## config.mk

```make
export PLATFORM = sky130hd
export DESIGN_NAME = rlf_queue
export DESIGN_NICKNAME = d
export VERILOG_FILES = /design/src/rtl/rlf_queue.sv
export SDC_FILE = /design/constraint.sdc
export NUM_CORES = 1
export LEC_CHECK = 0
export ABC_AREA = 1
export ABC_CLOCK_PERIOD_IN_PS = 1150
export BUFFER_PORTS_ARGS = -buffer_cell sky130_fd_sc_hd__buf_2
export CAP_MARGIN = 20
export CORE_ASPECT_RATIO = 0.6
export CORE_UTILIZATION = 50
export CTS_BUF_LIST = sky130_fd_sc_hd__clkbuf_4
export CTS_CLUSTER_DIAMETER = 30
export DETAILED_ROUTE_END_ITERATION = 8
export HOLD_SLACK_MARGIN = 0.05
export PLACE_DENSITY = 0.83
export SLEW_MARGIN = 20
export SYNTH_ARGS = -nofsm -noshare
export SYNTH_HDL_FRONTEND = slang
export SYNTH_SLANG_ARGS = --single-unit
```

## constraint.sdc

```tcl
create_clock -name aclk -period 1.15 [get_ports aclk]
set_input_delay 0.115 -clock aclk [delete_from_list [all_inputs] [get_ports aclk]]
set_output_delay 0.115 -clock aclk [all_outputs]
set_load 0.02 [all_outputs]
```

## src/rtl/rlf_queue.sv

```systemverilog
// Small register FIFO that decouples the front from the back.
// No dependencies.
module rlf_queue #(
    parameter int WIDTH = 8,
    parameter int DEPTH = 4
) (
    input  logic             aclk,
    input  logic             aresetn,
    input  logic             push,
    input  logic [WIDTH-1:0] din,
    input  logic             pop,
    output logic [WIDTH-1:0] dout,
    output logic             full,
    output logic             empty
);

    localparam int PW = $clog2(DEPTH);
    localparam int CW = $clog2(DEPTH + 1);
    localparam logic [PW-1:0] LAST = PW'(DEPTH - 1);
    localparam logic [CW-1:0] FULL_COUNT = CW'(DEPTH);

    logic [WIDTH-1:0] slot_reg [DEPTH];
    logic [PW-1:0]    wr_ptr_reg;
    logic [PW-1:0]    rd_ptr_reg;
    logic [CW-1:0]    count_reg;

    assign full  = (count_reg == FULL_COUNT);
    assign empty = (count_reg == '0);
    assign dout  = slot_reg[rd_ptr_reg];

    // Store on push
    always_ff @(posedge aclk) begin
        if (push) begin
            slot_reg[wr_ptr_reg] <= din;
        end
    end

    // Advance pointers and count
    always_ff @(posedge aclk) begin
        if (!aresetn) begin
            wr_ptr_reg <= '0;
            rd_ptr_reg <= '0;
            count_reg  <= '0;
        end else begin
            if (push) begin
                wr_ptr_reg <= (wr_ptr_reg == LAST) ? '0 : wr_ptr_reg + 1'b1;
            end
            if (pop) begin
                rd_ptr_reg <= (rd_ptr_reg == LAST) ? '0 : rd_ptr_reg + 1'b1;
            end
            if (push && !pop) begin
                count_reg <= count_reg + 1'b1;
            end else if (pop && !push) begin
                count_reg <= count_reg - 1'b1;
            end
        end
    end

endmodule

```

==> out/summary.log <==
INFO  sta            slew_violations=0
INFO  floorplan      width_of_the_chip=76.2µm
INFO  finish         finalCoreUtilization=0.838
INFO  worst_setup_path cp_num_cells=5
INFO  cts            clock_tree.root_cell=clkbuf_4
INFO  finish         final_net_count=212
INFO  grt            grt_start_max_net_pins=13
INFO  drt            firstDrtPassIters=4
INFO  outcome        failed_checks=negative setup slack
INFO  worst_setup_path timing.critical_path.required=1.03ns
INFO  logic_synthesis synth_top_cell_by_area=edfxtp_1
INFO  power          fraction_of_power_consumed_by_sequential_logic=0.491
INFO  drt            routedWlPerCell=21.7µm
INFO  power          leakage=0.000979µW
INFO  floorplan      core.rowCount=15
INFO  grt            grt_pass1_vias=1217
INFO  grt            antenna_violations_before_repair=0
INFO  grt            met3_usage=0.0653
INFO  worst_setup_path setup.reg_to_reg.worst_slack=-0.15ns
INFO  logic_synthesis syn-instance-count=135
INFO  grt            global_route.usage.total=0.247
INFO  floorplan      initial_core_util=0.550
INFO  outcome        result_of_the_run=finished with violations
INFO  logic_synthesis synth.top_cells.by_area=edfxtp_1 (58%), dfxtp_1 (11%), nor2_1 (5.0%)
INFO  worst_setup_path slowest_stage=dfxtp_4
INFO  cts            clock_tree.htree_level_count=2
INFO  sta            setup_slack=-0.353ns
INFO  cts            cts.path.max_buffers=2
INFO  logic_synthesis syn_nets=154
INFO  drt            via_count=1337
INFO  power          power_report.internal_total=2560µW
INFO  worst_setup_path timing.critical_path.slowest_cell_delay=0.43ns
INFO  finish         largest_register_ff_count=32
INFO  grt            grt_pass1_wl=6.07mm
INFO  sta            rsz_0062_raised_after_global_routing=true
INFO  worst_setup_path end_point_of_the_critical_path=dout[4]
INFO  worst_setup_path cp_top_family=flip-flops
INFO  worst_setup_path setup.worst_path.end_class=output port
INFO  power          comb_power_share=0.238
INFO  drt            vias_per_cell=5.67
INFO  flow_run       timing.max_cap.violations=0
INFO  sta            period_share=1.31
INFO  worst_setup_path rr_startpoint=count_reg[0]
INFO  sta            timing.slew.headroom=0.839
INFO  floorplan      fp.dieH=46.5µm
INFO  worst_setup_path worst_setup_path_start_kind=register
INFO  place          gpl.final_weighted_congestion=0.837
INFO  place          dp.cells=213
INFO  finish         area.growth.synth_to_final=52.3%
INFO  worst_setup_path critPathMaxFanout=5
INFO  cts            clk_pin_slew_worst_paths=0.12ns
INFO  min_path       timing.hold.worst.class=in2reg
INFO  logic_synthesis synthDistinctLibCells=19
INFO  power          p_switching=1030µW
INFO  finish         n_antenna_cell=0
INFO  drt            postRouteWirelength=5.12mm
INFO  worst_setup_path reg2reg_depth=7
INFO  cts            worstSkewPairLatency=0.36ns
INFO  grt            global_route_overflow=0
INFO  power          irDropWorstVdd=1070µV
INFO  worst_setup_path worst-endpoint-arrival=1.39ns
INFO  drt            drc=0
INFO  logic_synthesis synth-seq-area-share=0.691
INFO  worst_setup_path r2r-end=count_reg[2]
INFO  floorplan      pin_count=22
INFO  finish         fin_cells=236
INFO  grt            use_met2=0.453
INFO  sta            skew=0.00726ns
INFO  sta            min_period=1.50ns
INFO  logic_synthesis post-synth-top-area-fraction=0.582
INFO  sta            achievable-frequency=0.665GHz
INFO  sta            final.hold.worst_slack=0.119ns
INFO  logic_synthesis synthesis.yosys.warnings=0
INFO  grt            met1_usage=0.287
INFO  sta            hold_viol=0
INFO  power          power.switching_fraction=0.288
INFO  min_path       whs_path_depth=4
INFO  power          design_power_total=3590µW
INFO  worst_setup_path buffers_and_inverters_on_the_worst_path=3
INFO  worst_setup_path critical_path_cell_by_cell=buf_6, buf_6, nor2_4, o22ai_2, buf_6
INFO  sta            worst-slew-pin-transition=0.240ns
INFO  floorplan      core_area=0.00300mm²
INFO  cts            cts_tree=built
INFO  place          port_buffers=21
INFO  worst_setup_path crit_top_cell=buf_6
INFO  logic_synthesis post_synth.cell_area_avg=12.2µm²
INFO  sta            setup_viol=11
INFO  drt            drt_iter0_markers=104
INFO  floorplan      dieArea=0.00354mm²
INFO  logic_synthesis ys_seq_elements=41
INFO  worst_setup_path worstSetupPathType=reg2out
INFO  logic_synthesis netlist_area=0.00165mm²
INFO  cts            number_of_clock_sinks=41
INFO  drt            ant_nets=0
INFO  cts            number_of_buffers_created_by_cts=5
INFO  place          placedInstanceArea=0.00194mm²
INFO  power          p_per_area=1430mW/mm²
INFO  grt            busiest_layer=met2
INFO  place          hpwl=2.38mm
INFO  power          p_clk_frac=0.271
INFO  finish         fraction_of_final_layout_cells_with_drive_strength_greater_than_1=0.562
INFO  finish         final_design_area_no_fill=0.00252mm²
-- cells in the mapped netlist, drive strengths merged --
cell    number
edfxtp      32
nor2        24
o21ai       19
inv         16
dfxtp        9
nand2        8
o22ai        8
ha           6
nor3         4
a21oi        3
buf          2
fa           1
nand3        1
nand4        1
xor2         1
-- routing by layer --
metal | up-vias | wire length, µm
met3 | 26 | 448
met4 | 0 | 227
met5 | - | 0
met2 | 83 | 2540
met1 | 642 | 1910
li1 | 586 | -
-- layout by cell type, fill, tap and decap left out, types with 4 or more instances in the layout --
master          n
nand2_2         4
buf_2          12
buf_6          21
o21ai_1         4
clkbuf_4        6
buf_4           8
nor2_1         14
nor2_2          6
nor2_4          4
o22ai_2         6
nand2_1         4
o21ai_2        10
edfxtp_1       32
dfxtp_2         4
ha_4            4
inv_1           6
inv_2           6
dlygate4sd3_1   9
-- worst min-delay path: cells and delay by family --
family / cells / cell delay (ns)
and+or+nand+nor: 2 / 0.17
buffers and inverters: 2 / 0.15
-- per-stage QoR --
stage / TNS (ns) / worst slack [ns]
5_1_grt: -3.81 / -0.388
2_1_floorplan: 0 / 0.00240
4_1_cts: -2.51 / -0.299
3_3_place_gp: -0.252 / -0.138
6_report: -2.97 / -0.353
3_5_place_dp: -0.764 / -0.219
-- power groups by stage --
| stage | Combinational (µW) | Sequential, µW | Clock [µW] |
|---|---|---|---|
| finish | 855 | 1760 | 974 |
| global route | 894 | 1770 | 1020 |
| CTS | 615 | 1730 | 935 |
| detailed placement | 507 | 1750 | 0 |
| global placement | 479 | 1750 | 0 |
| floorplan | 284 | 1750 | 0 |
-- timing repair --
action / in CTS / in global routing
gates resized for setup: 39 / 78
pin swaps: 11 / 15
setup endpoints to repair: 41 / 44
hold endpoints to repair: 35 / 0
hold buffers: 9 / 0
gates cloned: 1 / 0
buffers inserted: 3 / 2
-- worst min-delay path by stage --
stage          startpoint             end  slack [ns]
2_1_floorplan      din[0]  slot_reg[0][0]        0.21
3_3_place_gp       din[7]  slot_reg[3][7]        0.33
3_5_place_dp       din[6]  slot_reg[3][6]        0.33
4_1_cts               pop        register        0.06
5_1_grt               pop        register        0.14
6_report              pop        register        0.12
-- cell families (layout without fill, tap and decap cells) --
kind of cell               Yosys count  in the layout  synth area share
buffers and inverters               18             77            0.0500
xor gates and xnor gates             1              1           0.00530
adders and majority gates            7              7            0.0576
and+or+nand+nor                     38             38            0.0947
AOI/OAI and AO/OA                   30             30             0.102
DFF                                 41             41             0.691
-- final cells by class --
cell class | count | area [µm²]
Timing Repair Buffer | 53 | 502
Tap cell | 42 | 52.6
Clock buffer | 6 | 45.0
Fill cell | 145 | 487
Clock inverter | 2 | 33.8
Sequential cell | 41 | 1160
Inverter | 16 | 75.1
Multi-Input combinational cell | 76 | 651
No activity file was read; power rests on OpenSTA's default activity.
