File: config.mk
export PLATFORM = sky130hd
export DESIGN_NAME = rlf_front
export DESIGN_NICKNAME = d
export VERILOG_FILES = /design/src/rtl/rlf_pkg.sv /design/src/rtl/rlf_front.sv
export SDC_FILE = /design/constraint.sdc
export NUM_CORES = 1
export LEC_CHECK = 0
export ABC_AREA = 1
export BUFFER_PORTS_ARGS = -buffer_cell sky130_fd_sc_hd__buf_2
export CORE_ASPECT_RATIO = 1.4
export CORE_MARGIN = 1.5
export CORE_UTILIZATION = 45
export DETAILED_ROUTE_END_ITERATION = 12
export PLACE_DENSITY = 0.76
export SLEW_MARGIN = 20
export SYNTH_ARGS = -nofsm -noshare
export SYNTH_HDL_FRONTEND = slang
export SYNTH_SLANG_ARGS = --single-unit
File: constraint.sdc
create_clock -name aclk -period 3.59 [get_ports aclk]
set_clock_uncertainty 0.1 [all_clocks]
set_input_delay 0.1795 -clock aclk [delete_from_list [all_inputs] [get_ports aclk]]
set_output_delay 0.1795 -clock aclk [all_outputs]
set_load 0.03 [all_outputs]
File: src/rtl/rlf_pkg.sv
// Shared types and constants for the redundant load forwarder.
// Used by rlf_front, rlf_back and the top level; no dependencies.
package rlf_pkg;

    // Instruction kinds on the input stream
    localparam logic [2:0] CMD_BOUNDARY  = 3'd0;
    localparam logic [2:0] CMD_TAKE_ADDR = 3'd1;
    localparam logic [2:0] CMD_STORE     = 3'd2;
    localparam logic [2:0] CMD_LOAD      = 3'd3;

    // Stream widths
    localparam int S_TDATA_BITS = 56;
    localparam int S_TUSER_BITS = 4;
    localparam int M_TDATA_BITS = 16;
    localparam int M_TUSER_BITS = 1;
    localparam int CFG_BITS     = 9;

    localparam logic [CFG_BITS-1:0] SLOT_COUNT_RESET = 9'd256;

    // Entries in the queue between front and back
    localparam int QUEUE_DEPTH = 4;

    // Table operation decided by the front
    typedef enum logic [1:0] {
        OP_NOP,
        OP_ESCAPE,
        OP_STORE,
        OP_LOAD
    } op_t;

    // Control part of one queued request
    typedef struct packed {
        op_t  op;
        logic clear;    // all slot tags cleared before this request
    } item_ctl_t;

endpackage

File: src/rtl/rlf_front.sv
// Front end: accepts instructions, keeps the epoch and the slot count,
// and turns each instruction into one table request. Uses rlf_pkg.
module rlf_front #(
    parameter int SLOTS      = 256,
    parameter int ADDR_BITS  = 8,
    parameter int VALUE_BITS = 16,
    parameter int EPOCH_BITS = 16
) (
    input  logic                                aclk,
    input  logic                                aresetn,
    input  logic                                s_tvalid,
    output logic                                s_tready,
    input  logic [rlf_pkg::S_TDATA_BITS-1:0]    s_tdata,
    input  logic [rlf_pkg::S_TUSER_BITS-1:0]    s_tuser,
    input  logic                                cfg_wr_en,
    input  logic [rlf_pkg::CFG_BITS-1:0]        cfg_wr_data,
    input  logic                                q_ready,
    output logic                                q_push,
    output rlf_pkg::item_ctl_t                  q_ctl,
    output logic [ADDR_BITS-1:0]                q_addr,
    output logic [VALUE_BITS-1:0]               q_value,
    output logic [EPOCH_BITS-1:0]               q_epoch
);
    import rlf_pkg::*;

    localparam logic [16:0] SLOTS_L = 17'(SLOTS);
    localparam logic [EPOCH_BITS-1:0] EPOCH_ONE = EPOCH_BITS'(1);

    logic [CFG_BITS-1:0]   slot_count_reg;
    logic [EPOCH_BITS-1:0] epoch_reg;
    logic [EPOCH_BITS-1:0] epoch_next;

    logic [2:0]            cmd;
    logic [15:0]           slot_index;
    logic [15:0]           source_value;
    logic [16:0]           dest_value;
    logic                  first_of_function;

    logic [EPOCH_BITS-1:0] sum1, sum2, epoch1, epoch2;
    logic                  wrap1, wrap2, boundary;
    logic [16:0]           limit;
    logic                  in_range;

    // Unpack the request
    assign cmd               = s_tuser[2:0];
    assign first_of_function = s_tuser[3];
    assign slot_index        = s_tdata[15:0];
    assign source_value      = s_tdata[31:16];
    assign dest_value        = s_tdata[48:32];

    assign s_tready = q_ready;
    assign q_push   = s_tvalid && q_ready;

    // Advance the epoch for a new function, then for a boundary
    always_comb begin
        boundary = (cmd == CMD_BOUNDARY);
        sum1     = epoch_reg + EPOCH_ONE;
        wrap1    = first_of_function && (sum1 == '0);
        epoch1   = first_of_function ? ((sum1 == '0) ? EPOCH_ONE : sum1) : epoch_reg;
        sum2     = epoch1 + EPOCH_ONE;
        wrap2    = boundary && (sum2 == '0);
        epoch2   = boundary ? ((sum2 == '0) ? EPOCH_ONE : sum2) : epoch1;
        epoch_next = epoch2;
    end

    // Check the slot against the effective slot count
    always_comb begin
        limit    = ({8'd0, slot_count_reg} < SLOTS_L) ? {8'd0, slot_count_reg} : SLOTS_L;
        in_range = !slot_index[15] && ({1'b0, slot_index} < limit);
    end

    // Classify into a table request
    always_comb begin
        q_ctl.clear = wrap1 || wrap2;
        q_ctl.op    = OP_NOP;
        q_addr      = slot_index[ADDR_BITS-1:0];
        q_value     = VALUE_BITS'(dest_value[15:0]);
        q_epoch     = epoch1;
        if (!boundary && in_range) begin
            case (cmd)
                CMD_TAKE_ADDR: q_ctl.op = OP_ESCAPE;
                CMD_STORE: begin
                    q_ctl.op = OP_STORE;
                    q_value  = VALUE_BITS'(source_value);
                end
                CMD_LOAD: begin
                    // a load without destination does nothing
                    q_ctl.op = dest_value[16] ? OP_NOP : OP_LOAD;
                end
                default: q_ctl.op = OP_NOP;
            endcase
        end
    end

    // Hold the slot count and the epoch
    always_ff @(posedge aclk) begin
        if (!aresetn) begin
            slot_count_reg <= SLOT_COUNT_RESET;
            epoch_reg      <= EPOCH_ONE;
        end else begin
            if (cfg_wr_en) begin
                slot_count_reg <= cfg_wr_data;
            end
            if (q_push) begin
                epoch_reg <= epoch_next;
            end
        end
    end

endmodule

==> results.txt, run 1 <==
Worst slew margin: 0.623
Global-route wire length before repair: 13900 um
#FFs+latches synth: 25
Worst slack, placed: -0.0149 ns
DR iter-0 viols: 167
DIE HEIGHT: 95.1 um
Mean area per synthesized cell: 6.08 sq um
Vias in the first global route: 3172
Delay-heaviest family, CP: simple AND/OR/NAND/NOR gates
Sequential Area: 519 sq um
I/O pins: 119
CTS tree: yes
Row count: 33
Crit-path max cell delay: 0.37 ns
DRC errors left: 0
Fraction of layout cells with a size suffix above 1: 0.396
Detailed Route WL: 9340 um
Max clock buf depth: 2
VDD IR max: 0.000224 V
Gpl congestion: 0.931
Most frequent cell after synthesis: nand2_1
Seq/Total Area, Yosys: 0.184
Internal power: 524 uW
Pwr per Cell Area: 226 mW/mm^2
Setup CP Type: register to output port
CTS Buf Count: 3
Largest net degree at the start of global routing: 24
Top_reg_cell synth: dfxtp_1
Clock latency on the worst-skew pair: 0.28 ns
Sequential share of power: 0.359
Core area: 0.00586 sq mm
Switching power total: 345 uW
Dpl hpwl: 7180 um
Vias post-DR: 3539
CP cell instances: ha_4, nand2_4, nor2_4, buf_6, nand2_4, nand2_2, and2_4, nor2_2, nand2_1, nor2_2, nand3_2, nand2_2, ha_4, inv_4, nor2_4, nand4_1, inv_1, nand3_1, xnor2_2, nand3b_1, nor3_1, nand3_1, nand2_2, buf_6
Synthesized area: 0.00272 sq mm
Req. time, crit path: 3.31 ns
Final setup viols: 2
Crit path buf inv count: 4
CP arrival: 3.45 ns
Die width: 68.8 um
Multi-input logic area: 0.00206 sq mm
Total number of H-tree levels: 1
Fillcell total: 534
Hold-fix buffers at CTS: 0
Critical path capture point type: output port
Total number of clock tree sinks: 25
Critical path fanouts, max: 4
Min-Delay Path Class: input pin to register
Failing checks: negative setup slack
Status: finished with violations
Synthesis Warnings: 0
EDFF count, synth: 0
Power share of the clock group: 0.206
Yosys cell types: 43
Port bufs: 111
Yosys top cell by area: nand2_1
DIE AREA: 0.00654 sq mm
1st-pass router iterations: 5
Initial Utilization: 0.465
Number of antenna violations at the first check in global routing: 0
Switching part of the total power: 0.397
Fmax achieved: 268 MHz
Top cells by area, synth: nand2_1 19%, dfxtp_1 18%, nor2_1 7.3%
Number of flip-flops in the largest register: 16
GRT Residual Overflow: 0
Fin util: 0.656
Nature of the critical path startpoint: register
Ys async rst share: 0
Slew Limit Fails: 0
Leakage: 1.88 nW
Top cell type's share of synthesized area: 0.186
Root buffer cell: clkbuf_8
RSZ-0062 raised after global routing: true
Setup WS post-layout: -0.135 ns
CP max-delay cell: dfxtp_4
Clock transition at path regs: 0.10 ns
Synth Instances: 448
Max Cap Viol: 0
Most frequent cells after synthesis: 135 x nand2_1, 53 x nor2_1, 43 x inv_1
Logic pwr share: 0.435
GRT Util Overall: 0.282
Vias per inst: 5.31
Final hold vios: 0
Syn_nets: 532
Final min period: 3.73 ns
Most frequent CP cell: nand2_2
Synthesis-to-finish area growth: 41.2%
Final worst path period share: 1.04
Final ANT Viol Nets: 0
Avg WL per Cell: 14.0 um
Fin nets: 678
Slew @ Worst Pin: 0.561 ns
==> logic make-up (layout without fill, tap and decap cells) <==
kind of cell,Yosys count,after routing,synth area share
other,0,4,0
AND/OR/NAND/NOR,259,259,0.422
buffers and inverters,66,211,0.107
XOR/XNOR,7,7,0.0253
adder cells (fa/ha/maj),10,10,0.0459
flip-flops,25,25,0.184
multiplexers,16,16,0.0661
AO/OA/AOI/OAI,65,65,0.150
==> metrics by stage <==
stage | std cells | instance area, sq um | hold slack (ns) | TNS (ns) | power (mW)
final | 667 | 3850 | 0.0157 | -0.222 | 0.869
after global routing | 663 | 3840 | 0.00807 | -0.789 | 0.921
after CTS | 658 | 3740 | 0.0103 | -0.0760 | 0.856
after detailed placement | 635 | 3440 | 0.306 | -0.0149 | 0.654
after global placement | 635 | 3440 | 0.301 | 0 | 0.647
after floorplan | 448 | 2730 | 0.206 | 0 | 0.535
==> layout make-up <==
class                   count  share of cell area
multi-input cells         357               0.534
clock inverters             1             0.00228
diodes                      4             0.00260
flip-flops and latches     25               0.135
clock buffers               3              0.0107
repair buffers            159               0.245
well taps                  70              0.0228
inverters                  48              0.0475
==> path summary, 6_finish.rpt <==
| check | startpoint | end | slack (ns) | cells after the start |
|---|---|---|---|---|
| worst min-delay path | cfg_wr_data[8] | slot_count_reg[8]$_SDFFE_PN1P_ | 0.02 | 3 |
| worst max-delay path | epoch_reg[1]$_SDFFE_PN0P_ | q_ctl[0] | -0.14 | 24 |
| worst min register to register | slot_count_reg[7]$_SDFFE_PN0P_ | slot_count_reg[7]$_SDFFE_PN0P_ | 0.40 | 2 |
| worst max register to register | epoch_reg[1]$_SDFFE_PN0P_ | epoch_reg[10]$_SDFFE_PN0P_ | -0.09 | 28 |
==> what timing repair did <==
item	CTS	global route
setup buffers	19	6
pin swaps	20	23
gates cloned	0	0
gates resized for setup	30	20
setup endpoints to repair	1	4
==> worst reg2reg max path, delay by kind of cell (launching register included) <==
family,cells,cell delay (ns)
AO/OA/AOI/OAI,1,0.07
adder cells (fa/ha/maj),2,0.34
flip-flops,1,0.37
AND/OR/NAND/NOR,14,1.36
XOR/XNOR,1,0.17
buffers and inverters,10,1.15
==> layer usage <==
metal  share of wire  up-vias  track usage  wire length [um]
li1                -     1788            -                 -
met2            0.53      148        0.546              4940
met5               0        -            0                 0
met1            0.38     1584        0.309              3550
met4           0.027        0       0.0980               248
met3           0.064       19       0.0201               594
==> placed cells by master (no fill, tap or decap), types with 4 or more instances in the layout <==
cell	count
diode_2	4
nand4_1	17
a31oi_1	5
nand2_1	124
nor2_2	4
dfxtp_1	16
a21oi_1	15
mux2_2	16
nand3_2	4
nand2_2	12
clkinv_1	4
o21ai_1	4
dfxtp_2	6
a221oi_1	5
o21ai_0	24
nor2_1	49
nand3_1	25
buf_4	43
buf_2	110
nor2_4	8
inv_1	42
ha_1	8
buf_6	6
==> power by group through the flow <==
| stage | registers (mW) | logic (mW) | clock network [mW] |
|---|---|---|---|
| final | 0.312 | 0.378 | 0.179 |
| after global routing | 0.314 | 0.411 | 0.195 |
| after CTS | 0.312 | 0.362 | 0.183 |
| after detailed placement | 0.315 | 0.339 | 0 |
| after global placement | 0.315 | 0.332 | 0 |
| after floorplan | 0.314 | 0.221 | 0 |
Power figures use the tool's default switching activity.
==> run 2, diff against run 1 <==
--- a/config.mk
+++ b/config.mk
@@ -9,9 +9,9 @@
 export BUFFER_PORTS_ARGS = -buffer_cell sky130_fd_sc_hd__buf_2
 export CORE_ASPECT_RATIO = 1.4
 export CORE_MARGIN = 1.5
-export CORE_UTILIZATION = 45
+export CORE_UTILIZATION = 49
 export DETAILED_ROUTE_END_ITERATION = 12
-export PLACE_DENSITY = 0.76
+export PLACE_DENSITY = 0.82
 export SLEW_MARGIN = 20
 export SYNTH_ARGS = -nofsm -noshare
 export SYNTH_HDL_FRONTEND = slang
==> constraint.sdc (replaced) <==
create_clock -name aclk -period 3.85 [get_ports aclk]
set_clock_uncertainty 0.1 [all_clocks]
set_input_delay 0.1925 -clock aclk [delete_from_list [all_inputs] [get_ports aclk]]
set_output_delay 0.1925 -clock aclk [all_outputs]
set_load 0.03 [all_outputs]
==> run 2 against run 1 <==
Against the previous run: the run still ends with negative setup slack left; clock power shrank 3%; cell count decreased by 4.9%; clock-buffer cell count stayed put; design area down 5.0%.
==> results.txt, run 2 (synthesis results as in run 1) <==
Slew Limit Fails: 0 (unchanged)
RSZ-0062 raised after global routing: true
Pwr per Cell Area: 219 mW/mm^2 (-3.1%)
Clock transition at path regs: 0.10 ns (about the same)
Final worst path period share: 1.02
Final ANT Viol Nets: 0 (unchanged)
Clock latency on the worst-skew pair: 0.28 ns (about the same)
CTS Buf Count: 3 (unchanged)
Max Cap Viol: 0 (unchanged)
Hold Path Depth: 3 (unchanged)
CP cell instances: buf_6, nand2_2, nor2_4, nand2_2, o21ai_0, nand2_2, nor2_2, nand3_2, nand2_2, ha_4, inv_2, nor2_4, nand4_1, buf_4, nor4_4, xnor2_1, nand3_1, nor2_1, nand3_1, nand2_2, buf_6
Most frequent cells in the layout: 122 x nand2_1, 110 x buf_2, 48 x nor2_1
Placed cell count: 617 (-2.8%)
CTS tree: yes
GRT Util Overall: 0.300 (+0.0176)
DIE AREA: 0.00602 sq mm (-7.9%)
VDD IR max: 0.000160 V (-29%)
Total number of H-tree levels: 1 (unchanged)
Root buffer cell: clkbuf_8
Nature of the critical path startpoint: register
GRT Residual Overflow: 0 (unchanged)
Global-route wire length before repair: 14200 um (+2.4%)
Crit-path max cell delay: 0.41 ns (+0.04 ns)
Total number of clock tree sinks: 25 (unchanged)
Critical path capture point type: output port
I/O pins: 119 (unchanged)
Number of flip-flops in the largest register: 16 (unchanged)
Slew @ Worst Pin: 0.821 ns (+0.260 ns)
Vias post-DR: 3539 (unchanged)
Fmax achieved: 254 MHz
Largest net degree at the start of global routing: 24 (unchanged)
Final hold vios: 0 (unchanged)
CP arrival: 3.65 ns (+0.20 ns)
Number of antenna violations at the first check in global routing: 0 (unchanged)
Leakage: 1.75 nW (-6.9%)
Placed Area: 0.00333 sq mm (-3.3%)
Setup WS post-layout: -0.0875 ns (+0.0479 ns)
Inserted Diodes: 0 (-4)
Worst slew margin: 0.447 (-0.177)
Dpl hpwl: 7280 um (+1.4%)
Fillcell total: 456 (-15%)
Fin nets: 653 (-3.7%)
Commonest non-fill, non-tap cell in the layout: nand2_1
CP max-delay cell: dfxtp_4
DRC errors left: 0 (unchanged)
Hold-fix buffers at CTS: 0 (unchanged)
Synthesis-to-finish area growth: 34.1%
FF-to-FF path depth: 22 (-21%)
Gpl congestion: 0.923 (-0.86%)
Fin cells: 634 (-4.9%)
Status: finished with violations
DIE HEIGHT: 91.2 um (-4.0%)
Failing checks: negative setup slack
Logic pwr share: 0.416 (-0.019)
Initial Utilization: 0.516 (+0.0518)
Fin area: 0.00365 sq mm (-5.0%)
Row count: 31 (-6.1%)
Critical path fanouts, max: 6 (+2)
Core area: 0.00528 sq mm (-10%)
Switching part of the total power: 0.411 (+0.0135)
1st-pass router iterations: 5 (unchanged)
Worst slack, placed: -0.0193 ns (-0.00433 ns)
Final min period: 3.94 ns
Setup TNS: -0.0875 ns (+0.135 ns)
Vias per inst: 5.58 (+5.2%)
Setup CP Type: register to output port
Power share of the clock group: 0.218 (+0.012)
Die width: 66.0 um (-4.0%)
Min-Delay Path Class: input pin to register
Switching power total: 328 uW (-4.8%)
Most frequent CP cell: nand2_2
Fraction of layout cells with a size suffix above 1: 0.379 (-0.0178)
Max clock buf depth: 2 (unchanged)
Sequential share of power: 0.367 (+0.008)
Req. time, crit path: 3.56 ns (+0.25 ns)
DR iter-0 viols: 212 (+27%)
Port bufs: 111 (unchanged)
Detailed Route WL: 9330 um (about the same)
Final setup viols: 1 (-1)
Vias in the first global route: 3299 (+4.0%)
Avg WL per Cell: 14.7 um (+5.2%)
Internal power: 471 uW (-10%)
[run 2: critical path, delay by kind of cell, from the launching register on]
kind            cells  cell delay [ns]
compound gates      1             0.23
xor+xnor            1             0.16
fa+ha+maj           1             0.14
buf+inv             4             0.50
flops               1             0.41
simple gates       14             1.89
[run 2: area by class of cell]
class                   instances  area [sq um]  area share
repair buffers                134           746       0.204
multi-input cells             357          2080       0.569
clock buffers                   3          41.3      0.0113
inverters                      48           180      0.0493
clock inverters                 1          7.51     0.00205
well taps                      66          82.6      0.0226
flip-flops and latches         25           517       0.141
[run 2: through the flow]
| step | power [mW] | hold WS (ns) | utilization |
|---|---|---|---|
| after floorplan | 0.498 | 0.219 | - |
| after global placement | 0.589 | 0.316 | 0.631 |
| after global routing | 0.838 | 0.0346 | 0.693 |
| after detailed placement | 0.596 | 0.318 | 0.631 |
| after CTS | 0.769 | 0.0255 | 0.652 |
| final | 0.800 | 0.0247 | 0.693 |
[run 2: worst paths after layout]
| path | startpoint | end | slack, ns |
|---|---|---|---|
| setup reg to reg | epoch_reg[1]$_SDFFE_PN0P_ | epoch_reg[1]$_SDFFE_PN0P_ | 0.21 |
| hold reg to reg | slot_count_reg[4]$_SDFFE_PN0P_ | slot_count_reg[4]$_SDFFE_PN0P_ | 0.41 |
| hold / removal | cfg_wr_data[3] | slot_count_reg[3]$_SDFFE_PN0P_ | 0.02 |
| setup / recovery | epoch_reg[1]$_SDFFE_PN0P_ | q_ctl[0] | -0.09 |
[run 2: what timing repair did]
action                     4_1_cts  5_1_grt
buffers inserted                 1       12
gates resized for setup         18       35
setup endpoints to repair        1        1
pin swaps                        2       22
[run 2: layer usage]
layer  global-route usage  up-vias  routed length (um)
met5                    0        -                   0
met4                0.150        0                 339
met3               0.0285       30                 619
met2                0.576      190                5050
met1                0.308     1596                3330
li1                     -     1723                   -
[run 2: power by group through the flow]
stage | combinational (mW) | sequential [mW] | clock, mW
2_1_floorplan | 0.206 | 0.292 | 0
3_3_place_gp | 0.293 | 0.296 | 0
3_5_place_dp | 0.300 | 0.297 | 0
4_1_cts | 0.305 | 0.292 | 0.172
5_1_grt | 0.362 | 0.295 | 0.181
6_report | 0.333 | 0.293 | 0.174
